File: src/pcalc_pkg.sv
// Shared types and character codes of the postfix stack calculator.
`default_nettype none
package pcalc_pkg;

   localparam int VALUE_WIDTH = 32;

   typedef logic [VALUE_WIDTH-1:0] value_type;

   localparam logic [7:0] CH_END  = 8'h2E;
   localparam logic [7:0] CH_ADD  = 8'h2B;
   localparam logic [7:0] CH_MUL  = 8'h2A;
   localparam logic [7:0] CH_ZERO = 8'h30;
   localparam logic [7:0] CH_NINE = 8'h39;

   typedef enum logic [2:0] {
      OP_NONE,
      OP_DIGIT,
      OP_TERM,
      OP_ADD,
      OP_MUL,
      OP_END
   } op_kind_type;

   // One character waiting in the input register.
   typedef struct packed {
      logic       valid;
      logic [7:0] ch;
   } item_type;

   // One result headed for the output register.
   typedef struct packed {
      logic      valid;
      value_type value;
      logic      overflowed;
   } result_type;

endpackage
`default_nettype wire

File: src/pcalc_input_reg.sv
// Input register that holds one accepted character beat.
`default_nettype none
module pcalc_input_reg (
   input  wire logic                clock,
   input  wire logic                reset,
   input  wire logic                req_tvalid,
   output logic                     req_tready,
   input  wire logic [7:0]          req_tdata,   // [7:0] ch
   input  wire logic                take,
   output pcalc_pkg::item_type      item
);
   import pcalc_pkg::*;

   logic       valid_ff;
   logic [7:0] ch_ff;

   assign req_tready = !valid_ff || take;
   assign item.valid = valid_ff;
   assign item.ch    = ch_ff;

   always_ff @(posedge clock) begin
      if (reset) begin
         valid_ff <= 1'b0;
      end else if (req_tvalid && req_tready) begin
         valid_ff <= 1'b1;
      end else if (take) begin
         valid_ff <= 1'b0;
      end
   end

   always_ff @(posedge clock) begin
      if (req_tvalid && req_tready) begin
         ch_ff <= req_tdata;
      end
   end

endmodule
`default_nettype wire

File: src/pcalc_core.sv
// Stack engine: decodes a character and updates the number, the stack and the flag.
`default_nettype none
module pcalc_core #(
   parameter int STACK_DEPTH = 64
) (
   input  wire logic                 clock,
   input  wire logic                 reset,
   input  wire pcalc_pkg::item_type  item,
   input  wire logic                 out_free,
   output logic                      take,
   output pcalc_pkg::result_type     result
);
   import pcalc_pkg::*;

   localparam int CW = $clog2(STACK_DEPTH + 1);
   localparam int AW = (STACK_DEPTH > 1) ? $clog2(STACK_DEPTH) : 1;

   // The two top entries live in registers; deeper entries live in the memory,
   // whose top entry is always kept in mem_rd_ff.
   value_type   mem [STACK_DEPTH];
   value_type   mem_rd_ff;

   logic [CW-1:0] count_ff, count_in;
   value_type     t0_ff, t0_in;
   value_type     t1_ff, t1_in;
   value_type     acc_ff, acc_in;
   logic          in_num_ff, in_num_in;
   logic          ovf_ff, ovf_in;

   op_kind_type   op;
   logic          has1, has2, has4, full;
   value_type     opa, opb, sum, prod, acc_next;
   logic [CW-1:0] cm2, cm4;
   logic          wr_en, rd_en, ld_rd;

   always_comb begin
      if (item.ch >= CH_ZERO && item.ch <= CH_NINE) begin
         op = OP_DIGIT;
      end else if (in_num_ff) begin
         op = OP_TERM;
      end else begin
         case (item.ch)
            CH_ADD:  op = OP_ADD;
            CH_MUL:  op = OP_MUL;
            CH_END:  op = OP_END;
            default: op = OP_NONE;
         endcase
      end
   end

   // Only the end marker needs room in the output register.
   assign take = item.valid && (op != OP_END || out_free);

   assign has1 = count_ff != '0;
   assign has2 = count_ff >= CW'(2);
   assign has4 = count_ff >= CW'(4);
   assign full = count_ff == CW'(STACK_DEPTH);
   assign cm2  = count_ff - CW'(2);
   assign cm4  = count_ff - CW'(4);

   assign opa      = has1 ? t0_ff : '0;
   assign opb      = has2 ? t1_ff : '0;
   assign sum      = opa + opb;
   assign prod     = opa * opb;
   assign acc_next = (acc_ff << 3) + (acc_ff << 1) + value_type'(item.ch - CH_ZERO);

   always_comb begin
      count_in  = count_ff;
      t0_in     = t0_ff;
      t1_in     = t1_ff;
      acc_in    = acc_ff;
      in_num_in = in_num_ff;
      ovf_in    = ovf_ff;
      wr_en     = 1'b0;
      rd_en     = 1'b0;
      ld_rd     = 1'b0;
      if (take) begin
         case (op)
            OP_DIGIT: begin
               acc_in    = acc_next;
               in_num_in = 1'b1;
            end
            OP_TERM: begin
               acc_in    = '0;
               in_num_in = 1'b0;
               if (full) begin
                  ovf_in = 1'b1;
               end else begin
                  wr_en    = has2;
                  ld_rd    = 1'b1;
                  t1_in    = t0_ff;
                  t0_in    = acc_ff;
                  count_in = count_ff + CW'(1);
               end
            end
            OP_ADD, OP_MUL: begin
               // Two pops and one push: the memory top moves up into t1 and
               // the entry below it is fetched for the next operator.
               t0_in    = (op == OP_ADD) ? sum : prod;
               t1_in    = mem_rd_ff;
               rd_en    = has4;
               count_in = has2 ? (count_ff - CW'(1)) : CW'(1);
            end
            OP_END: begin
               count_in = '0;
            end
            default: begin
            end
         endcase
      end
   end

   assign result.valid      = take && (op == OP_END);
   assign result.value      = opa;
   assign result.overflowed = ovf_ff;

   always_ff @(posedge clock) begin
      if (wr_en) begin
         mem[cm2[AW-1:0]] <= t1_ff;
      end
      if (rd_en) begin
         mem_rd_ff <= mem[cm4[AW-1:0]];
      end else if (ld_rd) begin
         mem_rd_ff <= t1_ff;
      end
   end

   always_ff @(posedge clock) begin
      if (reset) begin
         count_ff  <= '0;
         acc_ff    <= '0;
         in_num_ff <= 1'b0;
         ovf_ff    <= 1'b0;
      end else begin
         count_ff  <= count_in;
         acc_ff    <= acc_in;
         in_num_ff <= in_num_in;
         ovf_ff    <= ovf_in;
      end
   end

   always_ff @(posedge clock) begin
      t0_ff <= t0_in;
      t1_ff <= t1_in;
   end

endmodule
`default_nettype wire

File: src/pcalc_output_reg.sv
// Output register that holds one result beat until it is taken.
`default_nettype none
module pcalc_output_reg (
   input  wire logic                   clock,
   input  wire logic                   reset,
   input  wire pcalc_pkg::result_type  result,
   output logic                        out_free,
   output logic                        rsp_tvalid,
   input  wire logic                   rsp_tready,
   output logic [39:0]                 rsp_tdata   // [31:0] value, [32] overflowed, [39:33] zero
);
   import pcalc_pkg::*;

   logic      valid_ff;
   value_type value_ff;
   logic      ovf_ff;

   assign out_free   = !valid_ff || rsp_tready;
   assign rsp_tvalid = valid_ff;
   assign rsp_tdata  = {7'b0, ovf_ff, value_ff};

   always_ff @(posedge clock) begin
      if (reset) begin
         valid_ff <= 1'b0;
      end else if (result.valid) begin
         valid_ff <= 1'b1;
      end else if (rsp_tready) begin
         valid_ff <= 1'b0;
      end
   end

   always_ff @(posedge clock) begin
      if (result.valid) begin
         value_ff <= result.value;
         ovf_ff   <= result.overflowed;
      end
   end

endmodule
`default_nettype wire

File: src/postfix_stack_calculator_top.sv
// Top level of the postfix stack calculator.
// The block takes one ASCII character per beat and sustains one beat per cycle
// while no '.' beat waits for room in the result register, set by a single pass
// through the stack engine between the input register and the result register.
// Digits build a 32-bit number, the first non-digit after a number pushes it,
// '+' and '*' combine the top two entries, and '.' returns the top (0 when empty)
// with the sticky overflow flag and empties the stack. The stack holds
// STACK_DEPTH entries: the top two in registers, the rest in a memory whose top
// entry is prefetched, so no clearing pass is needed after reset.
`default_nettype none
module postfix_stack_calculator_top #(
   parameter int STACK_DEPTH = 64
) (
   input  wire logic        clock,
   input  wire logic        reset,
   input  wire logic        req_tvalid,
   output logic             req_tready,
   input  wire logic [7:0]  req_tdata,    // [7:0] ch
   output logic             rsp_tvalid,
   input  wire logic        rsp_tready,
   output logic [39:0]      rsp_tdata     // [31:0] value, [32] overflowed, [39:33] zero
);
   import pcalc_pkg::*;

   item_type   item;
   result_type result;
   logic       take;
   logic       out_free;

   pcalc_input_reg u_input_reg (
      .clock      (clock),
      .reset      (reset),
      .req_tvalid (req_tvalid),
      .req_tready (req_tready),
      .req_tdata  (req_tdata),
      .take       (take),
      .item       (item)
   );

   pcalc_core #(
      .STACK_DEPTH (STACK_DEPTH)
   ) u_core (
      .clock    (clock),
      .reset    (reset),
      .item     (item),
      .out_free (out_free),
      .take     (take),
      .result   (result)
   );

   pcalc_output_reg u_output_reg (
      .clock      (clock),
      .reset      (reset),
      .result     (result),
      .out_free   (out_free),
      .rsp_tvalid (rsp_tvalid),
      .rsp_tready (rsp_tready),
      .rsp_tdata  (rsp_tdata)
   );

endmodule
`default_nettype wire

File: config.mk
export PLATFORM = sky130hd
export DESIGN_NAME = postfix_stack_calculator_top
export DESIGN_NICKNAME = d
export VERILOG_FILES = /design/src/pcalc_pkg.sv /design/src/pcalc_input_reg.sv /design/src/pcalc_core.sv /design/src/pcalc_output_reg.sv /design/src/postfix_stack_calculator_top.sv
export SDC_FILE = /design/constraint.sdc
export NUM_CORES = 2
export LEC_CHECK = 0
export BUFFER_PORTS_ARGS = -buffer_cell sky130_fd_sc_hd__buf_2
export CAP_MARGIN = 20
export CELL_PAD_IN_SITES_DETAIL_PLACEMENT = 1
export CELL_PAD_IN_SITES_GLOBAL_PLACEMENT = 2
export CORE_ASPECT_RATIO = 1.1
export CORE_MARGIN = 2
export CORE_UTILIZATION = 45
export CTS_BUF_LIST = sky130_fd_sc_hd__clkbuf_4
export DETAILED_ROUTE_END_ITERATION = 8
export PLACE_DENSITY = 0.85
export SETUP_SLACK_MARGIN = 0.15
export SLEW_MARGIN = 20
export SYNTH_ARGS = -nofsm -noshare
export SYNTH_HDL_FRONTEND = slang
export SYNTH_SLANG_ARGS = --single-unit
File: constraint.sdc
create_clock -name clock -period 25.2 [get_ports clock]
set_clock_uncertainty 0.15 [all_clocks]
set_input_delay 1.26 -clock clock [delete_from_list [all_inputs] [get_ports clock]]
set_output_delay 1.26 -clock clock [all_outputs]
set_load 0.01 [all_outputs]
==> PnR_summary.wiki <==
{| class="wikitable"
! Metric !! Value
|-
| Final weighted congestion in routability-driven placement || 0.9518
|-
| Number of rows created at floorplan || 184
|-
| I/O pins || 54
|-
| Fraction of layout cells with a size suffix above 1 || 17.49%
|-
| Most frequent cells in the layout || sky130_fd_sc_hd__edfxtp_1 (2185), sky130_fd_sc_hd__clkbuf_4 (831), sky130_fd_sc_hd__nand2_1 (627)
|-
| Crit share post-route || 44.07%
|-
| Post-layout power || 0.007207 W
|-
| Count of vias placed by the detailed router || 71.75k
|-
| Global routing met1 resource utilization || 39.90%
|-
| Placed Cells || 10.35k
|-
| Detail Route Antenna Nets || 0
|-
| Met2 capacity usage during global routing || 52.26%
|-
| Number of nets in the finished design || 8519
|-
| Cell type with the highest aggregate area in the netlist || sky130_fd_sc_hd__edfxtp_1
|-
| Final setup violation count || 0
|-
| Count of buffers added by post-CTS timing repair for setup || 0
|-
| Top fanout value on the critical path || 25
|-
| Clk pin slew, worst setup/hold paths || 0.06 ns
|-
| Count of instances resized after the clock tree is built || 0
|-
| Dpl ws || 14.29 ns
|-
| Count of input and output buffers || 46
|-
| Average wire per cell in the routed design || 34.25 um
|-
| First-pass GRT wire length || 548600 um
|-
| Routing usage on met3 || 8.154%
|-
| Cell area after synthesis || 0.1032 mm2
|-
| Final wirelength || 388900 um
|-
| Number of library cell types mapped by synthesis || 79
|-
| Signal arrival time at the worst endpoint || 12.14 ns
|-
| Worst-margin pin slew || 1.385 ns
|-
| Worst slew margin || 6.663%
|-
| Fraction of post-synthesis cell area in the top cell type by area || 63.60%
|-
| Number of iterations in the first detailed-routing pass || 6
|-
| Die Wd || 460.5 um
|-
| Setup repair after global routing missed its margin || false
|-
| Most frequent cell on the critical path || sky130_fd_sc_hd__fa_1
|-
| Fin worst setup slack || 14.09 ns
|-
| CTS H-tree lvls || 6
|-
| PD cells || 62.35 mW/mm2
|-
| Max Cap Violations || 0
|-
| Dpl hpwl || 232500 um
|-
| Worst Path Required || 26.23 ns
|-
| Async set or reset register ratio after synthesis || 0%
|-
| Number of pins exceeding their max-slew limit in the final report || 0
|-
| Die area || 0.2331 mm2
|-
| Outcome || finished, final reports clean
|-
| TritonCTS clock tree || yes
|-
| TritonCTS Buffers || 584
|-
| Die height || 506.2 um
|-
| Count of flip-flops with a built-in enable after synthesis || 2185
|-
| Placeable core area || 0.2281 mm2
|-
| Maximum vdd drop || 60.85 uV
|-
| Number of global-route vias before repair || 76.24k
|-
| Register area share after synthesis || 64.43%
|-
| Flop and latch count out of synthesis || 2228
|-
| Final Hold Violating Endpoints || 0
|-
| Type of the worst setup path || reg2reg
|-
| Antenna violations before repair || 28
|-
| Layout Area Growth over Synthesis || 12.04%
|-
| Critical Path End Type || flip-flop
|-
| Dominant register cell in the synthesized netlist || sky130_fd_sc_hd__edfxtp_1
|-
| Leak || 40.17 nW
|-
| Leading cell type in the layout, fill and taps excluded || sky130_fd_sc_hd__edfxtp_1
|-
| Effective utilization at floorplan || 45.22%
|-
| DRC violation count after routing || 0
|-
| Clock buffer depth || 4
|-
| Overall fraction of global-route tracks in use || 33.07%
|-
| Largest net degree at the start of global routing || 94
|-
| Root Buffer Master || sky130_fd_sc_hd__clkbuf_4
|-
| Grt total ovfl || 0
|-
| Synthesized area per cell || 13.98 um2
|-
| Master of the slowest instance on the critical path || sky130_fd_sc_hd__a2111oi_2
|-
| Clk sink count || 2228
|-
| Max Clock Freq || 90.04 MHz
|-
| Clock insertion delay at the later pin of the skew report || 1.48 ns
|-
| Time the final worst path needs with I/O delays and setup || 11.11 ns
|-
| Most utilized layer in the global route result || met2
|-
| Number of warnings printed during yosys synthesis || 0
|-
| Number of instances in the synthesized netlist || 7379
|-
| Leading post-synthesis cells by cell area || sky130_fd_sc_hd__edfxtp_1 (64%), sky130_fd_sc_hd__fa_1 (8.5%), sky130_fd_sc_hd__a22oi_1 (2.4%)
|-
| Initial detailed-routing violation count || 9495
|-
| Worst stage delay on the critical path || 0.80 ns
|-
| Fin Setup TNS || 0 ns
|-
| Cell Count, Final, Fillers Out || 11.36k
|-
| Critical Path Source Type || flip-flop
|-
| Min-delay worst type || in2reg
|-
| Post-detailed-route via-to-cell ratio || 6.318
|}
==> where the power goes <==
group / switching [W] / total (W) / internal, W / leakage [nW]
Sequential: 0.00000359 / 0.00401 / 0.00401 / 20.0
Clock: 0.00154 / 0.00312 / 0.00158 / 4.24
Combinational: 0.0000553 / 0.0000779 / 0.0000225 / 15.9
==> Yosys cell counts (10+ instances only) <==
cell                       instances
sky130_fd_sc_hd__edfxtp_1       2185
sky130_fd_sc_hd__nand2_1         629
sky130_fd_sc_hd__nor2_1          624
sky130_fd_sc_hd__inv_1           462
sky130_fd_sc_hd__fa_1            438
sky130_fd_sc_hd__a21oi_1         427
sky130_fd_sc_hd__a22oi_1         330
sky130_fd_sc_hd__o21ai_0         328
sky130_fd_sc_hd__clkbuf_1        296
sky130_fd_sc_hd__mux2i_1         205
sky130_fd_sc_hd__ha_1            193
sky130_fd_sc_hd__a221oi_1        168
sky130_fd_sc_hd__nand3_1         149
sky130_fd_sc_hd__xnor2_1          89
sky130_fd_sc_hd__mux2_2           83
sky130_fd_sc_hd__buf_1            75
sky130_fd_sc_hd__nor3_1           61
sky130_fd_sc_hd__a311oi_1         46
sky130_fd_sc_hd__a21o_1           43
sky130_fd_sc_hd__dfxtp_1          43
sky130_fd_sc_hd__xor2_1           43
sky130_fd_sc_hd__nand4_1          41
sky130_fd_sc_hd__mux4_2           40
sky130_fd_sc_hd__a211oi_1         32
sky130_fd_sc_hd__o211ai_1         28
sky130_fd_sc_hd__o31ai_1          24
sky130_fd_sc_hd__a31oi_1          18
sky130_fd_sc_hd__and2_1           18
sky130_fd_sc_hd__a22o_1           17
sky130_fd_sc_hd__buf_2            17
sky130_fd_sc_hd__clkinv_1         16
sky130_fd_sc_hd__o21a_1           16
sky130_fd_sc_hd__and3_1           13
sky130_fd_sc_hd__a221o_1          12
sky130_fd_sc_hd__nand2b_1         12
sky130_fd_sc_hd__nor2b_1          11
sky130_fd_sc_hd__o21ai_1          10
==> flip-flops by register name (all words and copies together) (netlist names) <==
signal	cells
u_core.mem	2048
u_core.acc_ff	32
u_core.mem_rd_ff	32
u_core.t0_ff	32
u_core.t1_ff	32
u_output_reg.value_ff	32
u_input_reg.ch_ff	8
u_core.count_ff	7
u_core.in_num_ff	1
u_core.ovf_ff	1
u_input_reg.valid_ff	1
u_output_reg.ovf_ff	1
u_output_reg.rsp_tvalid	1
==> layer usage <==
metal / up-vias / wire, um
li1: 28601 / -
met1: 36783 / 135400
met2: 5064 / 180000
met3: 1277 / 42890
met4: 20 / 30500
met5: - / 155
==> worst max-delay path: cells and delay by family (launching register included) <==
family          cells  cell delay (ns)
xor+xnor            1             0.16
compound gates      5             1.84
flops               1             0.44
buf+inv             7             1.61
simple gates        7             1.69
fa+ha+maj          11             4.91
==> area by class of cell <==
cell class / instances / area (um2)
clock buffer: 829 / 6223
sequential: 2228 / 66490
timing repair buffer: 306 / 2347
fill: 22841 / 112600
antenna: 19 / 47.55
inverter: 484 / 1823
multi-input combinational: 4272 / 34040
clock inverter: 148 / 787.0
tap: 3069 / 3840
==> through the flow <==
stage	utilization (%)	hold WS, ns	instance area, um2
floorplan	-	0.2591	103200
detailed placement	47.51	0.3463	108400
global placement	47.50	0.3352	108400
CTS	50.63	0.1099	115500
global route	50.65	0.1995	115600
finish	50.66	0.2271	115600
==> cell families (layout without fill, tap and decap cells) <==
family,count (synthesis),in the layout,synth area share [%]
flops,2228,2228,64.43
buf+inv,885,1767,3.306
xor+xnor,140,140,1.295
compound gates,1570,1570,9.932
other cells,1,26,0.003635
fa+ha+maj,631,631,10.84
simple gates,1596,1596,6.422
mux,328,328,3.768
==> worst paths after layout <==
check / startpoint / end / slack, ns / cells after the start
max reg2reg: u_core.count_ff[0] / u_core.t0_ff[31] / 14.09 / 31
max: u_core.count_ff[0] / u_core.t0_ff[31] / 14.09 / 31
min reg2reg: u_core.acc_ff[31] / u_core.acc_ff[31] / 0.35 / 2
min: reset / u_core.acc_ff[9] / 0.23 / 3
==> what timing repair did <==
action | CTS | global route
hold buffers | 11 | 0
hold endpoints to repair | 10 | 0
endpoints found under the setup margin | 0 | 0
No activity file was read; power rests on OpenSTA's default activity.
